### src/tjpq_pkg.sv
// ----------------------------------------------------------------------------
// tjpq_pkg - shared definitions for the timed job priority queue
// Field widths, command and status codes, the stored entry layout and the
// control/status bundles between the controller and the datapath.
// ----------------------------------------------------------------------------
`default_nettype none

package tjpq_pkg;

  // default number of queue slots
  localparam int QUEUE_DEPTH_DEF = 16;

  // field widths
  localparam int CMD_W   = 3;
  localparam int TAG_W   = 16;
  localparam int PRI_W   = 8;
  localparam int SEC_W   = 32;
  localparam int NSEC_W  = 30;
  localparam int BYTES_W = 16;
  localparam int STAT_W  = 2;
  localparam int DEPTH_W = 5;
  localparam int TOTAL_W = 20;
  localparam int NEW_W   = 5;

  // command codes
  localparam logic [CMD_W-1:0] CMD_TIME_INS = 3'd0;
  localparam logic [CMD_W-1:0] CMD_PRIO_INS = 3'd1;
  localparam logic [CMD_W-1:0] CMD_APPEND   = 3'd2;
  localparam logic [CMD_W-1:0] CMD_POP      = 3'd3;
  localparam logic [CMD_W-1:0] CMD_POP_RET  = 3'd4;

  // result status codes
  localparam logic [STAT_W-1:0] ST_OK    = 2'd0;
  localparam logic [STAT_W-1:0] ST_EMPTY = 2'd1;
  localparam logic [STAT_W-1:0] ST_FULL  = 2'd2;

  // one stored job
  typedef struct packed {
    logic [TAG_W-1:0]   tag;
    logic [PRI_W-1:0]   prio;
    logic [SEC_W-1:0]   sec;
    logic [NSEC_W-1:0]  nsec;
    logic [BYTES_W-1:0] nbytes;
  } entry_t;

  // controller to datapath
  typedef struct packed {
    logic              capture;
    logic              search_init;
    logic              search_step;
    logic              shift_init;
    logic              shift_step;
    logic              write_new;
    logic              pop_read;
    logic              pop_commit;
    logic              set_status;
    logic [STAT_W-1:0] status_val;
    logic              load_out;
  } ctrl_cmd_t;

  // datapath to controller
  typedef struct packed {
    logic [CMD_W-1:0] command;
    logic             full;
    logic             empty;
    logic             search_done;
    logic             shift_done;
    logic             out_busy;
  } dp_stat_t;

endpackage

`default_nettype wire

### src/tjpq_ram.sv
// ----------------------------------------------------------------------------
// tjpq_ram - generic single-write, single-read RAM
// One write port and one read port with a registered, enabled read.
// ----------------------------------------------------------------------------
`default_nettype none

module tjpq_ram #(
  parameter int WIDTH  = 8,
  parameter int DEPTH  = 16,
  parameter int ADDR_W = $clog2(DEPTH)
) (
  input  wire logic              clk,
  input  wire logic              we,
  input  wire logic [ADDR_W-1:0] waddr,
  input  wire logic [WIDTH-1:0]  wdata,
  input  wire logic              re,
  input  wire logic [ADDR_W-1:0] raddr,
  output logic      [WIDTH-1:0]  rdata
);

  logic [WIDTH-1:0] mem [DEPTH];

  // write port
  always_ff @(posedge clk) begin
    if (we) begin
      mem[waddr] <= wdata;
    end
  end

  // registered read, held while re is low
  always_ff @(posedge clk) begin
    if (re) begin
      rdata <= mem[raddr];
    end
  end

endmodule

`default_nettype wire

### src/tjpq_datapath.sv
// ----------------------------------------------------------------------------
// tjpq_datapath - entry storage, bookkeeping and result register
// Entries live in a ring buffer in RAM. The logical index walks through it
// one entry per cycle for the slot search and for the shift that opens a
// slot; counters track depth, total bytes and new jobs.
// ----------------------------------------------------------------------------
`default_nettype none

module tjpq_datapath #(
  parameter int QUEUE_DEPTH = tjpq_pkg::QUEUE_DEPTH_DEF
) (
  input  wire logic                              clk,
  input  wire logic                              rst,
  input  wire tjpq_pkg::ctrl_cmd_t               ctl,
  output tjpq_pkg::dp_stat_t                     stat,
  input  wire logic [tjpq_pkg::CMD_W-1:0]        command,
  input  wire logic [tjpq_pkg::TAG_W-1:0]        job_tag,
  input  wire logic [tjpq_pkg::PRI_W-1:0]        job_priority,
  input  wire logic [tjpq_pkg::SEC_W-1:0]        wake_sec,
  input  wire logic [tjpq_pkg::NSEC_W-1:0]       wake_nanosec,
  input  wire logic [tjpq_pkg::BYTES_W-1:0]      job_bytes,
  input  wire logic                              out_ready,
  output logic                                   out_valid,
  output logic      [tjpq_pkg::STAT_W-1:0]       status,
  output logic      [tjpq_pkg::TAG_W-1:0]        out_tag,
  output logic      [tjpq_pkg::PRI_W-1:0]        out_priority,
  output logic      [tjpq_pkg::SEC_W-1:0]        out_sec,
  output logic      [tjpq_pkg::NSEC_W-1:0]       out_nanosec,
  output logic      [tjpq_pkg::BYTES_W-1:0]      out_bytes,
  output logic      [tjpq_pkg::DEPTH_W-1:0]      queue_depth,
  output logic      [tjpq_pkg::TOTAL_W-1:0]      queue_bytes,
  output logic      [tjpq_pkg::NEW_W-1:0]        new_jobs
);

  localparam int IW = $clog2(QUEUE_DEPTH);
  localparam int CW = $clog2(QUEUE_DEPTH + 1);
  localparam int PW = CW + 1;

  // ring position of logical index k
  function automatic logic [IW-1:0] phys(input logic [IW-1:0] hd, input logic [CW-1:0] k);
    logic [PW-1:0] sum;
    sum = PW'(hd) + {1'b0, k};
    if (sum >= PW'(QUEUE_DEPTH)) begin
      sum = sum - PW'(QUEUE_DEPTH);
    end
    return sum[IW-1:0];
  endfunction

  // captured word and bookkeeping
  logic [tjpq_pkg::CMD_W-1:0]   cmd;
  tjpq_pkg::entry_t             item;
  logic [IW-1:0]                head;
  logic [CW-1:0]                count;
  logic [tjpq_pkg::TOTAL_W-1:0] total;
  logic [CW-1:0]                newcnt;
  logic [CW-1:0]                rd_idx;
  logic [CW-1:0]                rd_pidx;
  logic                         rd_pend;
  logic [CW-1:0]                rem;
  logic [CW-1:0]                pos;
  logic [tjpq_pkg::STAT_W-1:0]  res_status;
  logic                         res_pop;

  // RAM ports
  tjpq_pkg::entry_t rdata;
  tjpq_pkg::entry_t wdata;
  logic             we;
  logic             re;
  logic [IW-1:0]    waddr;
  logic [IW-1:0]    raddr;

  tjpq_ram #(
    .WIDTH ($bits(tjpq_pkg::entry_t)),
    .DEPTH (QUEUE_DEPTH),
    .ADDR_W(IW)
  ) u_ram (
    .clk  (clk),
    .we   (we),
    .waddr(waddr),
    .wdata(wdata),
    .re   (re),
    .raddr(raddr),
    .rdata(rdata)
  );

  // slot compare against the entry now on the read port
  logic later;
  logic match;
  logic hit;
  logic [CW-1:0] found_pos;
  logic [CW-1:0] shift_pos;

  always_comb begin
    later = (rdata.sec > item.sec) || ((rdata.sec == item.sec) && (rdata.nsec > item.nsec));
    if (cmd == tjpq_pkg::CMD_PRIO_INS) begin
      match = (rdata.prio > item.prio) || ((rdata.prio == item.prio) && later);
    end else begin
      match = later;
    end
    hit       = rd_pend && match;
    found_pos = hit ? rd_pidx : count;
    shift_pos = (cmd == tjpq_pkg::CMD_APPEND) ? count : found_pos;
  end

  // RAM access selection
  always_comb begin
    re    = ctl.pop_read
          || (ctl.search_step && (rd_idx != count))
          || (ctl.shift_step && (rem != '0));
    raddr = ctl.pop_read ? head : phys(head, rd_idx);
    we    = ctl.write_new || (ctl.shift_step && rd_pend);
    waddr = ctl.write_new ? phys(head, pos) : phys(head, CW'(rd_pidx + CW'(1)));
    wdata = ctl.write_new ? item : rdata;
  end

  // status to controller
  always_comb begin
    stat.command     = cmd;
    stat.full        = (count == CW'(QUEUE_DEPTH));
    stat.empty       = (count == '0);
    stat.search_done = hit || (rd_idx == count);
    stat.shift_done  = (rem == '0) && !rd_pend;
    stat.out_busy    = out_valid && !out_ready;
  end

  // captured word, walk registers
  always_ff @(posedge clk) begin
    if (ctl.capture) begin
      cmd         <= command;
      item.tag    <= job_tag;
      item.prio   <= job_priority;
      item.sec    <= wake_sec;
      item.nsec   <= wake_nanosec;
      item.nbytes <= job_bytes;
    end
    if (ctl.search_init) begin
      rd_idx  <= '0;
      rd_pend <= 1'b0;
    end else if (ctl.search_step) begin
      rd_pend <= (rd_idx != count);
      rd_pidx <= rd_idx;
      if (rd_idx != count) begin
        rd_idx <= CW'(rd_idx + CW'(1));
      end
    end else if (ctl.shift_init) begin
      pos     <= shift_pos;
      rem     <= CW'(count - shift_pos);
      rd_idx  <= CW'(count - CW'(1));
      rd_pend <= 1'b0;
    end else if (ctl.shift_step) begin
      rd_pend <= (rem != '0);
      rd_pidx <= rd_idx;
      if (rem != '0) begin
        rem    <= CW'(rem - CW'(1));
        rd_idx <= CW'(rd_idx - CW'(1));
      end
    end
  end

  // queue bookkeeping
  always_ff @(posedge clk) begin
    if (rst) begin
      head       <= '0;
      count      <= '0;
      total      <= '0;
      newcnt     <= '0;
      res_status <= tjpq_pkg::ST_OK;
      res_pop    <= 1'b0;
    end else begin
      if (ctl.capture) begin
        res_status <= tjpq_pkg::ST_OK;
        res_pop    <= 1'b0;
      end
      if (ctl.set_status) begin
        res_status <= ctl.status_val;
      end
      if (ctl.write_new) begin
        count <= CW'(count + CW'(1));
        total <= tjpq_pkg::TOTAL_W'(total + tjpq_pkg::TOTAL_W'(item.nbytes));
        if ((cmd == tjpq_pkg::CMD_PRIO_INS) && (newcnt != CW'(QUEUE_DEPTH))) begin
          newcnt <= CW'(newcnt + CW'(1));
        end
      end
      if (ctl.pop_commit) begin
        head    <= phys(head, CW'(1));
        count   <= CW'(count - CW'(1));
        total   <= tjpq_pkg::TOTAL_W'(total - tjpq_pkg::TOTAL_W'(rdata.nbytes));
        res_pop <= 1'b1;
        if ((cmd == tjpq_pkg::CMD_POP_RET) && (newcnt != '0)) begin
          newcnt <= CW'(newcnt - CW'(1));
        end
      end
    end
  end

  // result handshake
  always_ff @(posedge clk) begin
    if (rst) begin
      out_valid <= 1'b0;
    end else if (ctl.load_out) begin
      out_valid <= 1'b1;
    end else if (out_ready) begin
      out_valid <= 1'b0;
    end
  end

  // result word; popped fields are zero unless a pop succeeded
  always_ff @(posedge clk) begin
    if (ctl.load_out) begin
      status       <= res_status;
      out_tag      <= res_pop ? rdata.tag    : '0;
      out_priority <= res_pop ? rdata.prio   : '0;
      out_sec      <= res_pop ? rdata.sec    : '0;
      out_nanosec  <= res_pop ? rdata.nsec   : '0;
      out_bytes    <= res_pop ? rdata.nbytes : '0;
      queue_depth  <= tjpq_pkg::DEPTH_W'(count);
      queue_bytes  <= total;
      new_jobs     <= tjpq_pkg::NEW_W'(newcnt);
    end
  end

endmodule

`default_nettype wire

### src/tjpq_ctrl.sv
// ----------------------------------------------------------------------------
// tjpq_ctrl - command sequencer for the timed job priority queue
// Decodes each accepted word and steps the datapath through search, shift,
// write or pop, then hands the result to the output register.
// ----------------------------------------------------------------------------
`default_nettype none

module tjpq_ctrl (
  input  wire logic               clk,
  input  wire logic               rst,
  input  wire logic               in_valid,
  output logic                    in_ready,
  input  wire tjpq_pkg::dp_stat_t stat,
  output tjpq_pkg::ctrl_cmd_t     ctl
);

  localparam logic [2:0] S_IDLE   = 3'd0;
  localparam logic [2:0] S_DECODE = 3'd1;
  localparam logic [2:0] S_SEARCH = 3'd2;
  localparam logic [2:0] S_SHIFT  = 3'd3;
  localparam logic [2:0] S_WRITE  = 3'd4;
  localparam logic [2:0] S_POP    = 3'd5;
  localparam logic [2:0] S_DONE   = 3'd6;

  logic [2:0] state;
  logic [2:0] state_next;
  logic       is_insert;
  logic       is_pop;

  always_ff @(posedge clk) begin
    if (rst) begin
      state <= S_IDLE;
    end else begin
      state <= state_next;
    end
  end

  // command class
  always_comb begin
    is_insert = (stat.command == tjpq_pkg::CMD_TIME_INS)
             || (stat.command == tjpq_pkg::CMD_PRIO_INS)
             || (stat.command == tjpq_pkg::CMD_APPEND);
    is_pop    = (stat.command == tjpq_pkg::CMD_POP)
             || (stat.command == tjpq_pkg::CMD_POP_RET);
  end

  // next state and datapath commands
  always_comb begin
    state_next = state;
    in_ready   = 1'b0;
    ctl        = '0;
    unique case (state)
      S_IDLE: begin
        in_ready = 1'b1;
        if (in_valid) begin
          ctl.capture = 1'b1;
          state_next  = S_DECODE;
        end
      end
      S_DECODE: begin
        priority if (is_insert && stat.full) begin
          ctl.set_status = 1'b1;
          ctl.status_val = tjpq_pkg::ST_FULL;
          state_next     = S_DONE;
        end else if (is_insert && (stat.command == tjpq_pkg::CMD_APPEND)) begin
          ctl.shift_init = 1'b1;
          state_next     = S_SHIFT;
        end else if (is_insert) begin
          ctl.search_init = 1'b1;
          state_next      = S_SEARCH;
        end else if (is_pop && stat.empty) begin
          ctl.set_status = 1'b1;
          ctl.status_val = tjpq_pkg::ST_EMPTY;
          state_next     = S_DONE;
        end else if (is_pop) begin
          ctl.pop_read = 1'b1;
          state_next   = S_POP;
        end else begin
          state_next = S_DONE;
        end
      end
      S_SEARCH: begin
        if (stat.search_done) begin
          ctl.shift_init = 1'b1;
          state_next     = S_SHIFT;
        end else begin
          ctl.search_step = 1'b1;
        end
      end
      S_SHIFT: begin
        if (stat.shift_done) begin
          state_next = S_WRITE;
        end else begin
          ctl.shift_step = 1'b1;
        end
      end
      S_WRITE: begin
        ctl.write_new = 1'b1;
        state_next    = S_DONE;
      end
      S_POP: begin
        ctl.pop_commit = 1'b1;
        state_next     = S_DONE;
      end
      S_DONE: begin
        if (!stat.out_busy) begin
          ctl.load_out = 1'b1;
          state_next   = S_IDLE;
        end
      end
      default: begin
        state_next = S_IDLE;
      end
    endcase
  end

endmodule

`default_nettype wire

### src/timed_job_priority_queue.sv
// Each accepted word goes from decode straight to the result for a reject or
//   an unused code, through pop for a pop, through shift and write for an
//   append, through search, shift and write for time or priority inserts.
// Words are taken one at a time, the next in the cycle after a result loads.
//   Search and shift walk one entry per cycle over the single RAM read port.
// Reset clears depth, byte total, new-job count and handshakes; the entry RAM
//   is not cleared and needs no clearing pass.
// ----------------------------------------------------------------------------
// timed_job_priority_queue - ordered job queue with timed and priority insert
// Controller plus datapath; entries are kept in order in a RAM ring buffer.
// ----------------------------------------------------------------------------
`default_nettype none

module timed_job_priority_queue #(
  parameter int QUEUE_DEPTH = tjpq_pkg::QUEUE_DEPTH_DEF
) (
  input  wire logic                          clk,
  input  wire logic                          rst,
  input  wire logic                          in_valid,
  output logic                               in_ready,
  input  wire logic [tjpq_pkg::CMD_W-1:0]    command,
  input  wire logic [tjpq_pkg::TAG_W-1:0]    job_tag,
  input  wire logic [tjpq_pkg::PRI_W-1:0]    job_priority,
  input  wire logic [tjpq_pkg::SEC_W-1:0]    wake_sec,
  input  wire logic [tjpq_pkg::NSEC_W-1:0]   wake_nanosec,
  input  wire logic [tjpq_pkg::BYTES_W-1:0]  job_bytes,
  output logic                               out_valid,
  input  wire logic                          out_ready,
  output logic      [tjpq_pkg::STAT_W-1:0]   status,
  output logic      [tjpq_pkg::TAG_W-1:0]    out_tag,
  output logic      [tjpq_pkg::PRI_W-1:0]    out_priority,
  output logic      [tjpq_pkg::SEC_W-1:0]    out_sec,
  output logic      [tjpq_pkg::NSEC_W-1:0]   out_nanosec,
  output logic      [tjpq_pkg::BYTES_W-1:0]  out_bytes,
  output logic      [tjpq_pkg::DEPTH_W-1:0]  queue_depth,
  output logic      [tjpq_pkg::TOTAL_W-1:0]  queue_bytes,
  output logic      [tjpq_pkg::NEW_W-1:0]    new_jobs
);

  tjpq_pkg::ctrl_cmd_t ctl;
  tjpq_pkg::dp_stat_t  stat;

  tjpq_ctrl u_ctrl (
    .clk     (clk),
    .rst     (rst),
    .in_valid(in_valid),
    .in_ready(in_ready),
    .stat    (stat),
    .ctl     (ctl)
  );

  tjpq_datapath #(
    .QUEUE_DEPTH(QUEUE_DEPTH)
  ) u_datapath (
    .clk         (clk),
    .rst         (rst),
    .ctl         (ctl),
    .stat        (stat),
    .command     (command),
    .job_tag     (job_tag),
    .job_priority(job_priority),
    .wake_sec    (wake_sec),
    .wake_nanosec(wake_nanosec),
    .job_bytes   (job_bytes),
    .out_ready   (out_ready),
    .out_valid   (out_valid),
    .status      (status),
    .out_tag     (out_tag),
    .out_priority(out_priority),
    .out_sec     (out_sec),
    .out_nanosec (out_nanosec),
    .out_bytes   (out_bytes),
    .queue_depth (queue_depth),
    .queue_bytes (queue_bytes),
    .new_jobs    (new_jobs)
  );

  // one word in flight: no new word right after an accept
  a_one_in_flight: assert property (@(posedge clk) disable iff (rst)
    in_valid && in_ready |=> !in_ready)
    else $error("word accepted while previous word still in work");

  // failed commands report no popped job
  a_fail_no_data: assert property (@(posedge clk) disable iff (rst)
    out_valid && (status != tjpq_pkg::ST_OK) |-> (out_tag == '0) && (out_bytes == '0))
    else $error("popped fields set on a failed command");

  // an empty report only comes from an empty queue
  a_empty_depth: assert property (@(posedge clk) disable iff (rst)
    out_valid && (status == tjpq_pkg::ST_EMPTY) |-> (queue_depth == '0))
    else $error("empty status with nonzero depth");

  // full and empty never together
  a_full_empty: assert property (@(posedge clk) disable iff (rst)
    !(stat.full && stat.empty))
    else $error("queue flagged full and empty at once");

endmodule

`default_nettype wire

### config.mk
export PLATFORM = sky130hd
export DESIGN_NAME = timed_job_priority_queue
export DESIGN_NICKNAME = d
export VERILOG_FILES = /design/src/tjpq_pkg.sv /design/src/tjpq_ram.sv /design/src/tjpq_datapath.sv /design/src/tjpq_ctrl.sv /design/src/timed_job_priority_queue.sv
export SDC_FILE = /design/constraint.sdc
export NUM_CORES = 2
export LEC_CHECK = 0
export ABC_CLOCK_PERIOD_IN_PS = 8100
export BUFFER_PORTS_ARGS = -buffer_cell sky130_fd_sc_hd__buf_2
export CAP_MARGIN = 10
export CORE_MARGIN = 1.5
export CORE_UTILIZATION = 55
export DETAILED_ROUTE_END_ITERATION = 10
export PLACE_DENSITY_LB_ADDON = 0.1
export SLEW_MARGIN = 10
export SYNTH_ARGS = -nofsm -noshare
export SYNTH_HDL_FRONTEND = slang
export SYNTH_SLANG_ARGS = --single-unit
### constraint.sdc
create_clock -name clk -period 8.1 [get_ports clk]
set_clock_uncertainty 0.1 [all_clocks]
set_input_delay 1.215 -clock clk [delete_from_list [all_inputs] [get_ports clk]]
set_output_delay 1.215 -clock clk [all_outputs]
set_load 0.05 [all_outputs]
==> reports/qor.log <==
INFO  sta            slew_limit_headroom=20.5%
INFO  yosys          asyncSetResetFlopFracSynth=0%
INFO  flow_run       max-cap-violations=0
INFO  yosys          synth_edf_count=1,987
INFO  hold_path      hold_path.class=register to register
INFO  global_route   grt_util_all_layers=23.9%
INFO  clocking       cts_setup_buffers=0
INFO  sta            finalSetupViolCount=0
INFO  detailed_routing residual_drc_count=0
INFO  floorplan      core.rowCount=143
INFO  floorplan      die_width=394µm
INFO  setup_path     criticalPathCategory=register to register
INFO  clocking       cts-root-buf=clkbuf_16
INFO  power_and_ir_drop power.static_leakage=35.5nW
INFO  status         outcome=finished clean
INFO  detailed_routing dr.first_iter.drc_count=3,435
INFO  yosys          synth_area_leader_cell=edfxtp_1
INFO  yosys          flip_flop_and_latch_count_after_synthesis=2,034
INFO  setup_path     critical_path.max_fanout=39
INFO  power_and_ir_drop worst_ir_drop_vdd=0.463mV
INFO  global_route   global_route_total_overflow=0
INFO  clocking       numCtsBuffers=205
INFO  clocking       cts.sink_count=2,034
INFO  final_layout   count_of_placed_standard_cells_in_the_final_layout_fillers_left_out=7,302
INFO  sta            timing_hold_violations_final=0
INFO  sta            unrepaired_setup_endpoints_after_global_routing=false
INFO  clocking       cts_max_path_buffers=3
INFO  place          port_buffers=244
INFO  yosys          netlist_instances=4,803
INFO  floorplan      die-area=0.155mm²
INFO  global_route   grt_max_degree=126
INFO  place          dpl_cells=6,928
INFO  floorplan      initial_utilization=55.4%
INFO  final_layout   final_core_util=62.2%
INFO  detailed_routing detail-route-antenna-nets=0
INFO  yosys          synth_nets=5,026
INFO  global_route   number_of_antenna_violations_at_the_first_check_in_global_routing=12
INFO  floorplan      die_y=394µm
INFO  final_layout   filler_cell_count=10,900
INFO  sta            max_slew.worst_pin.slew=1190ps
INFO  clocking       cts-resized-gates=0
INFO  yosys          netlist.area_leader.share=70.9%
INFO  detailed_routing drt_pass1_iterations=5
INFO  yosys          yosysWarnings=0
INFO  place          globalplace.congestion=0.806
INFO  clocking       path_clk_slew=60ps
INFO  sta            post-route-worst-setup-slack=3020ps
INFO  sta            finalCritPeriodShare=62.7%
INFO  sta            setup_total_negative_slack=0ps
INFO  clocking       postCtsHoldBufs=0
INFO  sta            achievable-frequency=197MHz
INFO  detailed_routing detail_route.wl_per_cell=25.6µm
INFO  global_route   grt_first_pass_wirelength=275,000µm
INFO  final_layout   num-nets-final=5,328
INFO  power_and_ir_drop power_per_cell_area=393mW/mm²
INFO  yosys          synth-seq-area-share=72.0%
INFO  setup_path     setup.worst_path.start_class=register
INFO  final_layout   layout_area_growth_over_synthesis=12.3%
INFO  detailed_routing vias_per_cell=5.77
INFO  clocking       clock_tree_from_tritoncts=yes
INFO  yosys          yosys-top-cells-area=edfxtp_1 71%, mux2i_1 18%, ha_1 1.6%
INFO  clocking       ctsHtreeMaxLevel=4
INFO  place          detailed_place_hpwl=102,000µm
INFO  floorplan      core_area=0.152mm²
INFO  setup_path     signal_arrival_time_at_the_worst_endpoint=5680ps
INFO  yosys          synth_area_per_cell=17.5µm²
INFO  sta            timing.final.crit_period=5080ps
INFO  sta            maxSlewViolCount=0
INFO  setup_path     cp.required=8700ps
INFO  final_layout   fraction_of_final_layout_cells_sized_beyond_drive_strength_1=13.8%
INFO  yosys          post_synth_num_cell_types=71
INFO  yosys          netlist_area=0.0841mm²
INFO  detailed_routing drt-total-wl=187,000µm
INFO  sta            finalHoldWorstSlack=338ps
INFO  setup_path     endpoint_kind=register
INFO  clocking       clock_insertion_delay_worst_skew=820ps
INFO  global_route   first_global_vias=41,900
INFO  place          pre_cts_ws=3010ps
INFO  yosys          ys.flop_type=edfxtp_1
INFO  detailed_routing total_number_of_vias=42,100
INFO  floorplan      io_pins=245
==> synth_stat cells, drive strengths merged, types with 5 or more instances <==
cell	instances
edfxtp	1987
mux2i	1537
buf	144
ha	110
and2	109
mux2	103
inv	101
nand2	98
a21oi	77
nor2	77
clkbuf	75
o21ai	63
dfxtp	47
xnor2	35
xor2	25
nand3	20
nor3	19
or3	19
nand4	16
nand2b	11
a211oi	10
a21o	10
nor2b	9
a31oi	7
and3	7
o21a	7
a211o	6
a221oi	6
o31ai	5
==> report_power, final <==
group | switching, mW | leakage [nW] | internal [mW]
sequential | 0.653 | 18.5 | 14.7
combinational | 7.98 | 13.8 | 4.58
clock | 3.83 | 3.17 | 5.39
total | 12.5 | 35.5 | 24.6
==> registers in the layout, summed over array words and instances, names as in the netlist, 8 cells and up <==
register / flops
u_datapath.total: 20
u_datapath.out_nanosec: 30
u_datapath.out_priority: 8
u_datapath.u_ram.rdata: 102
u_datapath.out_bytes: 16
u_datapath.queue_bytes: 20
u_datapath.out_tag: 16
u_datapath.item: 102
u_datapath.u_ram.mem: 1632
u_datapath.out_sec: 32
==> cells in the final DEF, fill, tap and decap left out, types with 10 or more instances in the layout <==
cell and instances:
a211oi_1 10, a21o_1 10, a21oi_1 76, and2_1 108, buf_12 30, buf_2 244
buf_4 40, bufinv_16 19, clkbuf_1 51, clkbuf_16 212, clkinv_1 52, clkinv_2 24
dfxtp_1 46, edfxtp_1 1987, ha_1 110, inv_1 100, mux2_2 102, mux2i_1 1535
nand2_1 98, nand2b_1 11, nand3_1 19, nand4_1 16, nor2_1 60, nor2_4 17
nor3_1 19, o21ai_0 59, or3_1 18, xnor2_1 34, xor2_1 25
==> critical path, cell delays in order, from the launching register on <==
cell and delay, ps:
dfxtp_1 590, nor2b_2 230, buf_4 300, nand2_1 690
o21ai_0 440, ha_1 330, a211o_1 280, or3_1 300
o21ai_0 240, o31ai_1 160, o41a_1 380, a311o_1 350
a21oi_1 140, a31o_2 120, mux2_1 300
==> per-stage QoR <==
step / total power [mW] / cell area, µm²
after global routing: 38.7 / 94500
after CTS: 37.3 / 94400
after global placement: 28.0 / 87900
final: 37.1 / 94500
after detailed placement: 28.1 / 87900
after floorplan: 24.2 / 84100
==> metal layers <==
metal	vias up	wire [µm]	part of all wire (%)	GRT usage, %
met2	1070	87700	47	37.8
met3	227	9870	5.3	3.56
met5	-	13	0.0070	0
li1	19300	-	-	-
met1	21600	85800	46	35.2
met4	2	3180	1.7	5.36
==> kinds of logic (layout without fill, tap and decap cells) <==
group / after synthesis / count (layout) / share of synthesized area, %
xor+xnor: 60 / 60 / 0.625
compound gates: 222 / 222 / 1.65
mux: 1640 / 1640 / 19.7
fa+ha+maj: 114 / 114 / 1.73
simple gates: 413 / 413 / 2.56
other cells: 0 / 2 / 0
buf+inv: 320 / 787 / 1.72
flops: 2034 / 2034 / 72.0
==> final timing paths <==
check	cells after the start	slack, ps	endpoint	start
hold reg to reg	0	340	u_datapath.status[1]$_DFFE_PP_	u_datapath.res_status[1]$_SDFFE_PP0P_
setup / recovery	14	3020	u_datapath.total[19]$_SDFFE_PP0P_	u_ctrl.state[2]$_SDFFE_PP0P_
hold / removal	0	340	u_datapath.status[1]$_DFFE_PP_	u_datapath.res_status[1]$_SDFFE_PP0P_
setup reg to reg	14	3020	u_datapath.total[19]$_SDFFE_PP0P_	u_ctrl.state[2]$_SDFFE_PP0P_
==> layout make-up <==
cell class	count	area [µm²]	share of cell area, %
diodes	2	5.00	0.00530
clock buffers	266	5540	5.86
clock inverters	106	997	1.06
inverters	101	384	0.407
multi-input cells	2449	22300	23.6
flip-flops and latches	2034	60600	64.2
well taps	2030	2540	2.69
repair buffers	314	2120	2.25
Power figures use the tool's default switching activity.
